`src/rtl/cwh_pkg.sv`:
```
// Shared types, constants and helpers for the controller word to HID report block.
// No dependencies; compiled first.
`default_nettype none

package cwh_pkg;

	// slot store
	localparam int SLOT_COUNT = 4;
	localparam int SLOT_W     = 2;
	localparam int SLOT_AW    = (SLOT_COUNT > 1) ? $clog2(SLOT_COUNT) : 1;
	localparam logic [SLOT_W+2:0] SLOT_LIMIT = (SLOT_W + 3)'(SLOT_COUNT);

	// result queue
	localparam int QDEPTH = 4;
	localparam int QAW    = $clog2(QDEPTH);
	localparam int QLW    = QAW + 1;

	// controller type codes (key word bits 31..28)
	localparam logic [3:0] TYPE_DPAD_A = 4'd1;
	localparam logic [3:0] TYPE_DPAD_B = 4'd2;
	localparam logic [3:0] TYPE_APAD   = 4'd3;
	localparam logic [3:0] TYPE_KBD    = 4'd4;
	localparam logic [3:0] TYPE_MOUSE  = 4'd5;
	localparam int         TYPE_LSB    = 28;

	localparam logic [31:0] AXIS_CENTER = 32'h8080_8080;
	localparam logic [3:0]  LEN_FULL    = 4'd8;
	localparam logic [3:0]  LEN_MOUSE   = 4'd6;

	typedef enum logic {
		OP_POLL    = 1'b0,
		OP_REFRESH = 1'b1
	} op_t;

	typedef enum logic {
		EV_REMOUNT = 1'b0,
		EV_REPORT  = 1'b1
	} ev_kind_t;

	typedef enum logic [1:0] {
		DESC_NONE  = 2'd0,
		DESC_PAD   = 2'd1,
		DESC_KBD   = 2'd2,
		DESC_MOUSE = 2'd3
	} desc_t;

	// one RAM word per slot
	typedef struct packed {
		logic [3:0]  stype;
		logic [63:0] report;
		logic [15:0] mcount;
	} entry_t;

	// everything one request produces, queued as a unit
	typedef struct packed {
		logic [SLOT_W-1:0] slot;
		logic              rm;
		desc_t             rm_desc;
		logic              rp;
		desc_t             rp_desc;
		logic [63:0]       rep;
		logic [3:0]        rep_len;
	} pair_t;

	typedef struct packed {
		logic [QLW-1:0] level;
	} qstat_t;

	function automatic desc_t desc_of(input logic [3:0] t);
		desc_t d;
		if (t == TYPE_DPAD_A || t == TYPE_DPAD_B || t == TYPE_APAD) begin
			d = DESC_PAD;
		end else if (t == TYPE_KBD) begin
			d = DESC_KBD;
		end else if (t == TYPE_MOUSE) begin
			d = DESC_MOUSE;
		end else begin
			d = DESC_NONE;
		end
		return d;
	endfunction

endpackage

`default_nettype wire

```
`src/rtl/cwh_if.sv`:
```
// Valid/ready channel interfaces: controller words in, HID events out.
// Stand-alone; widths follow the field list of the block.
`default_nettype none

interface cwh_req_if;
	logic        valid;
	logic        ready;
	logic        opcode;
	logic [1:0]  slot;
	logic [31:0] key_word;
	logic [31:0] joy_word;
	logic [15:0] trig_word;

	modport source (output valid, opcode, slot, key_word, joy_word, trig_word, input ready);
	modport sink   (input valid, opcode, slot, key_word, joy_word, trig_word, output ready);
endinterface

interface cwh_res_if;
	logic        valid;
	logic        ready;
	logic [1:0]  out_slot;
	logic        event_kind;
	logic [1:0]  descriptor_id;
	logic [63:0] report_bytes;
	logic [3:0]  report_len;
	logic        last_of_run;

	modport source (output valid, out_slot, event_kind, descriptor_id, report_bytes,
		report_len, last_of_run, input ready);
	modport sink   (input valid, out_slot, event_kind, descriptor_id, report_bytes,
		report_len, last_of_run, output ready);
endinterface

`default_nettype wire

```
`src/rtl/cwh_ram.sv`:
```
// Generic single-write, single-read RAM with registered read (read-old on collision).
// No package dependency.
`default_nettype none

module cwh_ram #(
	parameter int WIDTH = 8,
	parameter int DEPTH = 4
) (
	input  wire logic                                       clk,
	input  wire logic                                       we,
	input  wire logic [((DEPTH > 1) ? $clog2(DEPTH) : 1)-1:0] waddr,
	input  wire logic [WIDTH-1:0]                           wdata,
	input  wire logic [((DEPTH > 1) ? $clog2(DEPTH) : 1)-1:0] raddr,
	output      logic [WIDTH-1:0]                           rdata
);
	logic [WIDTH-1:0] mem [DEPTH];

	always_ff @(posedge clk) begin
		if (we) begin
			mem[waddr] <= wdata;
		end
		rdata <= mem[raddr];
	end
endmodule

`default_nettype wire

```
`src/rtl/cwh_res_queue.sv`:
```
// Result queue: one entry per request holding its remount and/or report result,
// unpacked onto the event channel in order. Uses cwh_pkg and cwh_res_if.
`default_nettype none

module cwh_res_queue (
	input  wire logic           clk,
	input  wire logic           arst_n,
	input  wire logic           push,
	input  wire cwh_pkg::pair_t push_data,
	output      cwh_pkg::qstat_t stat,
	cwh_res_if.source           event_ch
);
	import cwh_pkg::*;

	pair_t          arr_q [QDEPTH];
	logic [QAW-1:0] wr_ptr_q;
	logic [QAW-1:0] rd_ptr_q;
	logic [QLW-1:0] level_q;
	logic           sub_q;   // head's remount already delivered
	pair_t          head;
	logic           show_rm;
	logic           last;
	logic           take;
	logic           pop;

	assign head    = arr_q[rd_ptr_q];
	assign show_rm = head.rm && !sub_q;
	assign last    = show_rm ? !head.rp : 1'b1;
	assign take    = event_ch.valid && event_ch.ready;
	assign pop     = take && last;

	assign event_ch.valid         = (level_q != '0);
	assign event_ch.out_slot      = head.slot;
	assign event_ch.event_kind    = show_rm ? EV_REMOUNT : EV_REPORT;
	assign event_ch.descriptor_id = show_rm ? head.rm_desc : head.rp_desc;
	assign event_ch.report_bytes  = show_rm ? 64'd0 : head.rep;
	assign event_ch.report_len    = show_rm ? 4'd0 : head.rep_len;
	assign event_ch.last_of_run   = last;

	assign stat.level = level_q;

	always_ff @(posedge clk) begin
		if (push) begin
			arr_q[wr_ptr_q] <= push_data;
		end
	end

	always_ff @(posedge clk or negedge arst_n) begin
		if (!arst_n) begin
			wr_ptr_q <= '0;
			rd_ptr_q <= '0;
			level_q  <= '0;
			sub_q    <= 1'b0;
		end else begin
			if (push) begin
				wr_ptr_q <= wr_ptr_q + QAW'(1);
			end
			if (pop) begin
				rd_ptr_q <= rd_ptr_q + QAW'(1);
			end
			if (push && !pop) begin
				level_q <= level_q + QLW'(1);
			end else if (!push && pop) begin
				level_q <= level_q - QLW'(1);
			end
			if (take) begin
				sub_q <= !last;
			end
		end
	end
endmodule

`default_nettype wire

```
`src/rtl/controller_word_to_hid_report_core.sv`:
```
// Controller word to HID report converter, top level.
// Uses cwh_pkg, cwh_if (channels), cwh_ram (slot store), cwh_res_queue (results).
//
// Usage:
//   poll_ch  : requests. opcode poll carries one slot's key/joy/trig words; opcode
//              refresh forgets every slot's stored report and mouse count.
//   event_ch : results. A poll yields zero, one or two results (remount first,
//              then report); last_of_run marks the final one. Refresh and
//              out-of-range slots yield none.
// Timing:
//   Path: the request is registered into stage 1 while the slot RAM is read,
//   then compared, packed and pushed into the result queue behind event_ch.
//   Throughput: one request per cycle while poll_ch.ready is high. The slot
//   store is a single-write, single-read RAM; the read-modify-write loop closes
//   through a last-write bypass. A request that makes two results takes two
//   event_ch transfers; the 4-entry result queue pushes back via poll_ch.ready.
// Stalls: when event_ch.ready is low the queue fills and poll_ch.ready drops;
//   nothing is lost or reordered.
// Reset: arst_n clears all control and the per-slot valid flags, so every slot
//   reads as type 0 with no stored report or count; no clearing pass is needed.
`default_nettype none

module controller_word_to_hid_report_core (
	input  wire logic clk,
	input  wire logic arst_n,
	cwh_req_if.sink   poll_ch,
	cwh_res_if.source event_ch
);
	import cwh_pkg::*;

	// ---------------------------------------------------------------
	// Request acceptance; guarantee queue room for this and the one in flight
	// ---------------------------------------------------------------
	qstat_t qstat;
	logic   acc;

	// stage 1: request registered while the slot RAM is read
	logic              v_s1;
	op_t               op_s1;
	logic [SLOT_W-1:0] slot_s1;
	logic [31:0]       key_s1;
	logic [31:0]       joy_s1;
	logic [15:0]       trig_s1;

	assign poll_ch.ready = ((qstat.level + QLW'(v_s1)) <= QLW'(QDEPTH - 2));
	assign acc           = poll_ch.valid && poll_ch.ready;

	always_ff @(posedge clk or negedge arst_n) begin
		if (!arst_n) begin
			v_s1 <= 1'b0;
		end else begin
			v_s1 <= acc;
		end
	end

	always_ff @(posedge clk) begin
		if (acc) begin
			op_s1   <= op_t'(poll_ch.opcode);
			slot_s1 <= poll_ch.slot;
			key_s1  <= poll_ch.key_word;
			joy_s1  <= poll_ch.joy_word;
			trig_s1 <= poll_ch.trig_word;
		end
	end

	// ---------------------------------------------------------------
	// Slot store
	// ---------------------------------------------------------------
	entry_t ram_rdata;
	entry_t wentry;
	logic   ram_we;
	logic [SLOT_AW-1:0] idx;

	assign idx = SLOT_AW'(slot_s1);

	cwh_ram #(
		.WIDTH($bits(entry_t)),
		.DEPTH(SLOT_COUNT)
	) u_slot_ram (
		.clk  (clk),
		.we   (ram_we),
		.waddr(idx),
		.wdata(wentry),
		.raddr(SLOT_AW'(poll_ch.slot)),
		.rdata(ram_rdata)
	);

	// per-slot flags: entry ever written, stored report live, mouse count live
	logic [SLOT_COUNT-1:0] wr_v_q;
	logic [SLOT_COUNT-1:0] rpt_v_q;
	logic [SLOT_COUNT-1:0] mc_v_q;

	// last write, covers the read that collided with it
	logic               byp_v_q;
	logic [SLOT_AW-1:0] byp_idx_q;
	entry_t             byp_data_q;

	// ---------------------------------------------------------------
	// Compare and pack
	// ---------------------------------------------------------------
	entry_t      ent;
	logic        in_range;
	logic        poll_ok;
	logic [3:0]  t;
	logic [3:0]  old_type;
	logic        chg;
	logic        is_pad;
	logic        is_kbd;
	logic        is_mouse;
	logic [31:0] jx;
	logic [15:0] tg;
	logic [63:0] rep_pk;
	logic        rpt_v_eff;
	logic        mc_v_eff;
	logic        pk_emit;
	logic        ms_emit;
	logic [15:0] cnt;
	logic [15:0] dx;
	logic [15:0] dy;
	logic [63:0] ms_rep;
	logic        push;
	pair_t       pair;

	always_comb begin
		ent      = (byp_v_q && byp_idx_q == idx) ? byp_data_q : ram_rdata;
		in_range = ({3'b000, slot_s1} < SLOT_LIMIT);
		poll_ok  = v_s1 && (op_s1 == OP_POLL) && in_range;
		t        = key_s1[TYPE_LSB +: 4];
		old_type = wr_v_q[idx] ? ent.stype : 4'd0;
		chg      = (t != old_type);

		is_pad   = (t == TYPE_DPAD_A) || (t == TYPE_DPAD_B) || (t == TYPE_APAD);
		is_kbd   = (t == TYPE_KBD);
		is_mouse = (t == TYPE_MOUSE);

		// a remount forgets whatever the slot held
		rpt_v_eff = rpt_v_q[idx] && !chg;
		mc_v_eff  = mc_v_q[idx] && !chg;

		// digital pads report centered axes and released triggers
		jx = (t == TYPE_APAD) ? joy_s1 : AXIS_CENTER;
		tg = (t == TYPE_APAD) ? trig_s1 : 16'd0;
		if (is_kbd) begin
			rep_pk = {trig_s1[7:0], trig_s1[15:8], joy_s1[7:0], joy_s1[15:8],
				joy_s1[23:16], joy_s1[31:24], 8'd0, key_s1[15:8]};
		end else begin
			rep_pk = {tg, jx, key_s1[15:0]};
		end
		pk_emit = (is_pad || is_kbd) && !(rpt_v_eff && ent.report == rep_pk);

		// mouse: count and deltas arrive byte-swapped; first report has no motion
		cnt     = {key_s1[7:0], key_s1[15:8]};
		ms_emit = is_mouse && (!mc_v_eff || cnt != ent.mcount);
		dx      = mc_v_eff ? {joy_s1[7:0], joy_s1[15:8]} : 16'd0;
		dy      = mc_v_eff ? {trig_s1[7:0], trig_s1[15:8]} : 16'd0;
		ms_rep  = {16'd0, dy, dx, 8'd0, joy_s1[23:16]};

		ram_we        = poll_ok;
		wentry.stype  = t;
		wentry.report = pk_emit ? rep_pk : ent.report;
		wentry.mcount = ms_emit ? cnt : ent.mcount;

		push         = poll_ok && (chg || pk_emit || ms_emit);
		pair.slot    = slot_s1;
		pair.rm      = chg;
		pair.rm_desc = desc_of(t);
		pair.rp      = pk_emit || ms_emit;
		pair.rp_desc = desc_of(t);
		pair.rep     = ms_emit ? ms_rep : rep_pk;
		pair.rep_len = ms_emit ? LEN_MOUSE : LEN_FULL;
	end

	// flag and bypass updates
	always_ff @(posedge clk or negedge arst_n) begin
		if (!arst_n) begin
			wr_v_q  <= '0;
			rpt_v_q <= '0;
			mc_v_q  <= '0;
			byp_v_q <= 1'b0;
		end else begin
			if (v_s1 && op_s1 == OP_REFRESH) begin
				rpt_v_q <= '0;
				mc_v_q  <= '0;
			end else if (poll_ok) begin
				wr_v_q[idx]  <= 1'b1;
				rpt_v_q[idx] <= pk_emit || rpt_v_eff;
				mc_v_q[idx]  <= ms_emit || mc_v_eff;
			end
			if (poll_ok) begin
				byp_v_q <= 1'b1;
			end
		end
	end

	always_ff @(posedge clk) begin
		if (poll_ok) begin
			byp_idx_q  <= idx;
			byp_data_q <= wentry;
		end
	end

	// ---------------------------------------------------------------
	// Result queue
	// ---------------------------------------------------------------
	cwh_res_queue u_queue (
		.clk      (clk),
		.arst_n   (arst_n),
		.push     (push),
		.push_data(pair),
		.stat     (qstat),
		.event_ch (event_ch)
	);

`ifndef SYNTH
	// the ready rule must keep the queue from overflowing
	a_no_overflow: assert property (@(posedge clk) disable iff (!arst_n)
		push |-> (qstat.level != QLW'(QDEPTH)))
		else $error("result queue overflow");

	// refresh never produces a result
	a_refresh_silent: assert property (@(posedge clk) disable iff (!arst_n)
		(v_s1 && op_s1 == OP_REFRESH) |-> !push)
		else $error("refresh produced a result");

	// an accepted request is worked on in the next cycle
	a_accept_to_s1: assert property (@(posedge clk) disable iff (!arst_n)
		acc |=> v_s1)
		else $error("accepted request lost");

	// a queued report always carries a length of 6 or 8
	a_report_len: assert property (@(posedge clk) disable iff (!arst_n)
		(push && pair.rp) |-> (pair.rep_len == LEN_FULL || pair.rep_len == LEN_MOUSE))
		else $error("bad report length");
`endif

endmodule

`default_nettype wire

```
`src/flat_wrapper.sv`:
```
// flat-port wrapper written by rule: the top's interface ports become plain ports
module controller_word_to_hid_report_core_flat import cwh_pkg::*;
  (clk, arst_n, poll_ch_valid, poll_ch_opcode, poll_ch_slot, poll_ch_key_word, poll_ch_joy_word, poll_ch_trig_word, poll_ch_ready, event_ch_valid, event_ch_out_slot, event_ch_event_kind, event_ch_descriptor_id, event_ch_report_bytes, event_ch_report_len, event_ch_last_of_run, event_ch_ready);
  cwh_req_if poll_ch_i ();
  cwh_res_if event_ch_i ();
  input  wire logic clk;
  input  wire logic arst_n;
  input wire logic [$bits(poll_ch_i.valid)-1:0] poll_ch_valid;
  input wire logic [$bits(poll_ch_i.opcode)-1:0] poll_ch_opcode;
  input wire logic [$bits(poll_ch_i.slot)-1:0] poll_ch_slot;
  input wire logic [$bits(poll_ch_i.key_word)-1:0] poll_ch_key_word;
  input wire logic [$bits(poll_ch_i.joy_word)-1:0] poll_ch_joy_word;
  input wire logic [$bits(poll_ch_i.trig_word)-1:0] poll_ch_trig_word;
  output wire logic [$bits(poll_ch_i.ready)-1:0] poll_ch_ready;
  output wire logic [$bits(event_ch_i.valid)-1:0] event_ch_valid;
  output wire logic [$bits(event_ch_i.out_slot)-1:0] event_ch_out_slot;
  output wire logic [$bits(event_ch_i.event_kind)-1:0] event_ch_event_kind;
  output wire logic [$bits(event_ch_i.descriptor_id)-1:0] event_ch_descriptor_id;
  output wire logic [$bits(event_ch_i.report_bytes)-1:0] event_ch_report_bytes;
  output wire logic [$bits(event_ch_i.report_len)-1:0] event_ch_report_len;
  output wire logic [$bits(event_ch_i.last_of_run)-1:0] event_ch_last_of_run;
  input wire logic [$bits(event_ch_i.ready)-1:0] event_ch_ready;
  assign poll_ch_i.valid = poll_ch_valid;
  assign poll_ch_i.opcode = poll_ch_opcode;
  assign poll_ch_i.slot = poll_ch_slot;
  assign poll_ch_i.key_word = poll_ch_key_word;
  assign poll_ch_i.joy_word = poll_ch_joy_word;
  assign poll_ch_i.trig_word = poll_ch_trig_word;
  assign poll_ch_ready = poll_ch_i.ready;
  assign event_ch_valid = event_ch_i.valid;
  assign event_ch_out_slot = event_ch_i.out_slot;
  assign event_ch_event_kind = event_ch_i.event_kind;
  assign event_ch_descriptor_id = event_ch_i.descriptor_id;
  assign event_ch_report_bytes = event_ch_i.report_bytes;
  assign event_ch_report_len = event_ch_i.report_len;
  assign event_ch_last_of_run = event_ch_i.last_of_run;
  assign event_ch_i.ready = event_ch_ready;
  controller_word_to_hid_report_core u_core (.clk(clk), .arst_n(arst_n), .poll_ch(poll_ch_i), .event_ch(event_ch_i));
endmodule
```
`config.mk`:
```
export PLATFORM = sky130hd
export DESIGN_NAME = controller_word_to_hid_report_core_flat
export DESIGN_NICKNAME = d
export VERILOG_FILES = /design/src/rtl/cwh_pkg.sv /design/src/rtl/cwh_if.sv /design/src/rtl/cwh_ram.sv /design/src/rtl/cwh_res_queue.sv /design/src/rtl/controller_word_to_hid_report_core.sv /design/src/flat_wrapper.sv
export SDC_FILE = /design/constraint.sdc
export NUM_CORES = 1
export LEC_CHECK = 0
export BUFFER_PORTS_ARGS = -buffer_cell sky130_fd_sc_hd__buf_2
export CORE_ASPECT_RATIO = 1.1
export CORE_MARGIN = 8
export CORE_UTILIZATION = 49
export CTS_CLUSTER_DIAMETER = 120
export DETAILED_ROUTE_END_ITERATION = 8
export GPL_TIMING_DRIVEN = 0
export PLACE_DENSITY = 0.78
export SYNTH_ARGS = -nofsm -noshare
export SYNTH_HDL_FRONTEND = slang
export SYNTH_SLANG_ARGS = --single-unit
```
`constraint.sdc`:
```
create_clock -name clk -period 18.88 [get_ports clk]
set_input_delay 3.776 -clock clk [delete_from_list [all_inputs] [get_ports clk]]
set_output_delay 3.776 -clock clk [all_outputs]
set_load 0.02 [all_outputs]
```
# Word level (Yosys, flattened, before mapping)
# Memories as Yosys holds them, arrays and structs flattened. A register that Yosys moved wholly into a read port is not among the register bits.
# Index checks and enable logic that the tools add are counted.
# word_totals
ff_bits,191
latch_bits,0
ramBits,640
romBits,0
input_bits,87
elab_cells,116
memories,2
# op_classes
addsub,5
multipliers,0
div,0
n_lt_le_gt_ge,3
n_eq_ne,9
shifts,0
n_mux,39
n_bitwise,3
reduce_logical,37
# mem_list
memory,words,width,read_ports,rd_ports_with_merged_regs,wr,line,rtl
u_core.u_slot_ram.mem,4,84,1,1,1,cwh_ram.sv:16,logic [WIDTH-1:0] mem [DEPTH];
u_core.u_queue.arr_q,4,76,1,0,1,cwh_res_queue.sv:15,pair_t arr_q [QDEPTH];
# op_table
operator,n
64-bit two-way mux,4
84-bit two-way mux,1
64-bit equality test,1
16-bit two-way mux,4
32-bit two-way mux,1
4-bit two-way mux,7
1-bit logical AND,16
16-bit inequality test,1
1-bit two-way mux,10
1-bit logical OR,9
4-bit bitwise mux,2
"4-bit by 2-bit equality test with 1-bit output, second input constant",2
"4-bit by 3-bit equality test with 1-bit output, second input constant",2
1-bit zero test,8
2-bit two-way mux,4
1-bit binary-select mux with 2-bit select,3
3-bit two-way mux,2
"2-bit by 1-bit adder with 2-bit output, second input constant",2
"4-bit by 1-bit equality test with 1-bit output, second input constant",1
4-bit inequality test,1
4-bit OR,1
2-bit nonzero test,2
3-bit by 1-bit adder with 3-bit output,1
"3-bit by 1-bit adder with 3-bit output, second input constant",1
9 further kinds,10

# Logic depth before layout (Yosys ltp)
# depth
depth_word,17
mapped_depth,21
ltp_nobuf,15

# Modules after synthesis
# From an unflattened synthesis, not the netlist that was laid out.
# hier_totals
hier_cells,1898
hier_area_um2,35570.4
# by_module_without_submodules
mod,instances,cells_per_inst,area_each_um2,seq_area_each_um2
cwh_ram,1,526,13830.8,11771.3
cwh_res_queue,1,525,11960.2,9328.9
controller_word_to_hid_report_core,1,847,9779.4,5064.9

# Worst setup path before layout
# OpenSTA, ideal clock, no wires.
# synth_timing
path_type,flip-flop to flip-flop
start,"register u_core.slot_s1[0], in the netlist u_core.idx[0]"
end,register u_core.wr_v_q[0]
setup_ns,0.101
arrival_ns,6.978
required_ns,18.779
slack_ns,11.801
path_stages_with_launch,4
path_cell_list,edfxtp_1 -> buf_6 -> nor3_1 -> or2_2
# synth_between
elab_chain_len,5
elab_cells_between_ends,6
# synth_rtl
element,line,rtl
start: declaration,controller_word_to_hid_report_core.sv:40,logic [SLOT_W-1:0] slot_s1;
start signal: assignment,controller_word_to_hid_report_core.sv:59,slot_s1 <= poll_ch.slot;
2-bit by 3-bit < comparator with 1-bit output (not written as such) / 2-bit by 1-bit greater-or-equal comparator with 1-bit output (equally long branches),controller_word_to_hid_report_core.sv:185,wr_v_q[idx] <= 1'b1;
1-bit logical AND (not written as such),controller_word_to_hid_report_core.sv:185,
1-bit two-way mux (not written as such),controller_word_to_hid_report_core.sv:185,
1-bit demux with 2-bit select (*),n/a,
4-bit OR (no line) (*),n/a,
end signal: assignment,controller_word_to_hid_report_core.sv:176,wr_v_q <= '0;
end signal: indexed assignment,controller_word_to_hid_report_core.sv:185,
end: declaration,controller_word_to_hid_report_core.sv:89,logic [SLOT_COUNT-1:0] wr_v_q;
# Every way passes the cells marked *; elsewhere a longest branch is shown, timed or not.
# A chain may end at the register's enable or synchronous reset.

# Worst setup path in the final report
# layout_timing
start,register u_core.u_queue.rd_ptr_q[1]
end,output event_ch_report_bytes[51]
# layout_between
elab_chain_len,3
# layout_rtl
element,line,rtl
start: declaration,cwh_res_queue.sv:17,logic [QAW-1:0] rd_ptr_q;
start signal: assignment,cwh_res_queue.sv:59,rd_ptr_q <= rd_ptr_q + QAW'(1);
memory 4 x 76 bit (*),n/a,
1-bit logical AND,cwh_res_queue.sv:27,assign show_rm = head.rm && !sub_q;
64-bit two-way mux (*),cwh_res_queue.sv:36,assign event_ch.report_bytes = show_rm ? 64'd0 : head.rep;
end: declaration,flat_wrapper.sv:19,output wire logic [$bits(event_ch_i.report_bytes)-1:0] event_ch_report_bytes;
# Marks and branches as above.

==> key figures <==
Run status
  • Status: complete, no violations

Yosys
  • Synthesis-stage register bit count: between 800 and 900
  • Syn Nets: ~2200
  • Ys async rst share: 0.0248
  • Most used flip-flop cell after synthesis: edfxtp_1
  • Cell variety after synth: 79
  • Post-Syn Instances: roughly 2100
  • Sequential fraction of the synthesis area: 0.702
  • EDFF count, synth: around 780
  • Post-Syn Area: roughly 0.037 mm²
  • Yosys warns: 0
  • Mean Syn Cell Area: between 15 and 20 µm²

Pwr
  • Pwr/cell area: roughly 150 mW/mm²
  • Worst vdd ir: ~150 µV
  • Total Power: approximately 6.5 mW
  • Leakage: 14.3 nW

Final layout
  • Area of the multi-input gates: 0.0102 mm²
  • Layout Area Growth over Synthesis: 14.6%
  • Fillers: 5443
  • Layout cell share with drive strength beyond 1: 0.239
  • Final Cell Area: approximately 0.042 mm²
  • Ant. Diodes: 0
  • Final Net Count: about 2500
  • Final core occ: 0.565
  • Reg area: approximately 0.026 mm²

STA
  • Headroom to the max-slew limit: 0.231
  • Final Hold Vio Count: 0
  • F_max: roughly 130 MHz
  • Slew Limit Fails: 0
  • Fin crit share: 0.407
  • Final setup viols: 0
  • Clock period minus worst slack: about 7.7 ns
  • Setup TNS Final: 0 ns
  • RSZ-0062 raised after global routing: no
  • Worst slew pin tran: ~1.2 ns
  • Clock skew: between 0.03 and 0.04 ns

Worst setup path
  • CP endpoint kind: primary output
  • CP Max Fanout: 10
  • Critical path class: flop to primary output
  • Worst setup path startpoint: u_core.u_queue.rd_ptr_q[1]
  • R2R Path Start: u_core.key_s1[29]
  • Reg2Reg Capture Point: u_core.u_queue.stat[1]
  • Startpoint types: flop
  • CP arrival: approximately 4 ns
  • R2R cell count: 17
  • Setup slack, reg-to-reg: approximately 12 ns
  • Worst endpoint required time: around 15 ns

CTS
  • CTS tree: yes
  • Skew-Pair Late Insertion Delay: about 0.65 ns
  • Num CTS Buffers: 85
  • Resize count post-CTS: 0
  • Clk buf depth: 3
  • Clk root buf: clkbuf_16
  • H-Tree Depth: 3
  • CTS Hold Bufs: 0
  • Clk slew on worst S/H paths: about 0.070 ns
  • Setup Buffers After CTS: 0
  • CTS sink cnt: 887

GRT
  • Most Crowded Layer GR: met2
  • Initial antenna violation count: 4
  • M2 GR Usage: 0.390
  • Vias in the first global route: 21733
  • Met1 Usage GRT: 0.314
  • Largest net degree at the start of global routing: between 50 and 60
  • Met3 global-route usage: 0.0434
  • First-pass GRT wire length: 148000 µm
  • GR Util All Layers: 0.239
  • Grt ovf: 0

Place
  • Post-DP Area: between 0.03 and 0.04 mm²
  • Gpl congestion: 0.960
  • Post-DP HPWL: roughly 72000 µm
  • Port bufs: approximately 150

Worst hold path
  • Worst Hold Launch: u_core.wr_v_q[2]
  • Worst Hold Depth: 1
  • WHS Endpoint: u_core.wr_v_q[2]
  • Min-delay worst type: flop to flop

Run
  • # Max-Cap Violations: 0

Routing
  • Vias: 21679
  • Drt first pass iters: 6
  • Drc violations: 0
  • Via-per-instance ratio: 6.33
  • ANT nets after route: 0
  • Wirelength, routed: roughly 100000 µm
  • Wire per inst: roughly 30 µm
  • DRT iter0 DRCs: between 2000 and 3000

Floorplanning
  • Full die area: 0.0837 mm²
  • Core area: 0.0742 mm²
  • Die Width: between 200 and 300 µm
  • Initial Util: 0.493
  • Row count: 105
  • Chip height: between 300 and 400 µm
  • # IOs: 163
-- cells in the final DEF, fill, tap and decap left out, types with 15 or more instances in the layout --
cell type,count
a21boi_0,15
a21o_1,27
a21oi_1,80
a31oi_1,16
and3b_1,15
buf_1,19
buf_2,189
bufinv_16,16
clkbuf_1,80
clkbuf_16,86
dfrtp_1,22
dfxtp_1,84
edfxtp_1,781
inv_1,31
mux2_2,29
mux2i_1,58
mux4_2,159
nand2_1,68
nand2b_1,16
nand4_1,55
nand4b_1,36
nand4bb_1,27
nor2_1,68
nor2b_1,76
nor3_1,18
nor4_1,15
o21ai_0,15
o22ai_1,16
o31ai_1,39
xnor2_1,24
-- flip-flops by register name (all words and copies together), names as in the netlist, 3 cells and up --
name                     flops
u_core.key_s1               20
u_core.mc_v_q                4
u_core.u_slot_ram.rdata     84
u_core.joy_s1               32
u_core.u_queue.stat          3
u_core.rpt_v_q               4
u_core.wr_v_q                4
u_core.u_slot_ram.mem      336
u_core.u_queue.arr_q       288
u_core.trig_s1              16
u_core.byp_data_q           84
-- through the flow --
| step | worst slack (ns) | std cells | hold slack [ns] |
|---|---|---|---|
| after detailed placement | 11.83 | 3267 | 0.452 |
| after floorplan | 11.80 | 2136 | 0.434 |
| final | 11.19 | 3425 | 0.474 |
| after CTS | 11.11 | 3425 | 0.478 |
| after global placement | 6.00 | 3248 | 0.447 |
| after global routing | 11.06 | 3425 | 0.488 |
-- kinds of logic after synthesis --
group	share of synthesized area
multiplexers	0.127
buffers and inverters	0.0205
flip-flops	0.702
AO/OA/AOI/OAI	0.0513
AND/OR/NAND/NOR	0.0867
adder cells (fa/ha/maj)	0.00294
XOR/XNOR	0.0100
other	0.000102
-- how the worst max path moves through the flow --
stage	to	cells past startpoint
2_1_floorplan	u_core.wr_v_q[0]	3
3_3_place_gp	u_core.wr_v_q[0]	3
3_5_place_dp	event_ch_report_bytes[45]	7
4_1_cts	event_ch_report_bytes[51]	7
5_1_grt	event_ch_report_bytes[51]	7
6_report	event_ch_report_bytes[51]	7
-- metal layers --
| layer | up-vias | routed length (µm) |
|---|---|---|
| met2 | 1182 | 48800 |
| met1 | 11182 | 40500 |
| met5 | - | 0 |
| met4 | 0 | 4590 |
| li1 | 9092 | - |
| met3 | 223 | 8740 |
-- power breakdown --
part | switching [mW] | internal [mW]
registers | 0.141 | 2.56
logic | 1.28 | 0.658
clock network | 0.736 | 1.09
-- synth_stat cells (7+ instances only) --
cell	n	area share
a21boi_0	15	0.0031
a21o_1	27	0.0055
a21oi_1	80	0.011
a22o_1	10	0.0024
a22oi_1	13	0.0027
a31oi_1	16	0.0027
and2_1	17	0.0029
and3_1	12	0.0021
and3b_1	15	0.0036
and4_1	8	0.0019
buf_1	19	0.0019
buf_2	40	0.0055
buf_4	8	0.0016
clkbuf_1	63	0.0065
dfrtp_1	22	0.015
dfxtp_1	84	0.046
edfxtp_1	781	0.64
ha_1	7	0.0024
inv_1	31	0.0032
mux2_2	29	0.0089
mux2_4	10	0.0041
mux2i_1	58	0.016
mux4_2	159	0.098
nand2_1	68	0.0070
nand2b_1	16	0.0027
nand3_1	13	0.0018
nand4_1	55	0.0094
nand4b_1	36	0.0086
nand4bb_1	27	0.0083
nor2_1	68	0.0070
nor2b_1	76	0.013
nor3_1	19	0.0026
nor4_1	15	0.0026
nor4b_1	11	0.0026
o21ai_0	15	0.0021
o22ai_1	16	0.0027
o31a_1	8	0.0019
o31ai_1	39	0.0080
or2_2	12	0.0021
or4bb_1	8	0.0025
xnor2_1	24	0.0057
xor2_1	13	0.0031
-- layout make-up --
type | count | area share
Sequential cell | 887 | 0.612
Multi-Input combinational cell | 1082 | 0.243
Clock buffer | 110 | 0.0549
Tap cell | 963 | 0.0287
Timing Repair Buffer | 168 | 0.0262
Clock inverter | 48 | 0.0163
Buffer | 136 | 0.0152
Inverter | 31 | 0.00277
-- worst max-delay path: stages (launching register included) --
cell and delay, ns:
dfrtp_1 0.32, clkbuf_1 0.54, mux4_2 0.32, nor2b_1 0.55, clkbuf_1 0.72, clkbuf_1 0.48, nor2b_1 0.13, buf_2 0.20
Note: power is estimated with default switching activity, not from simulation.
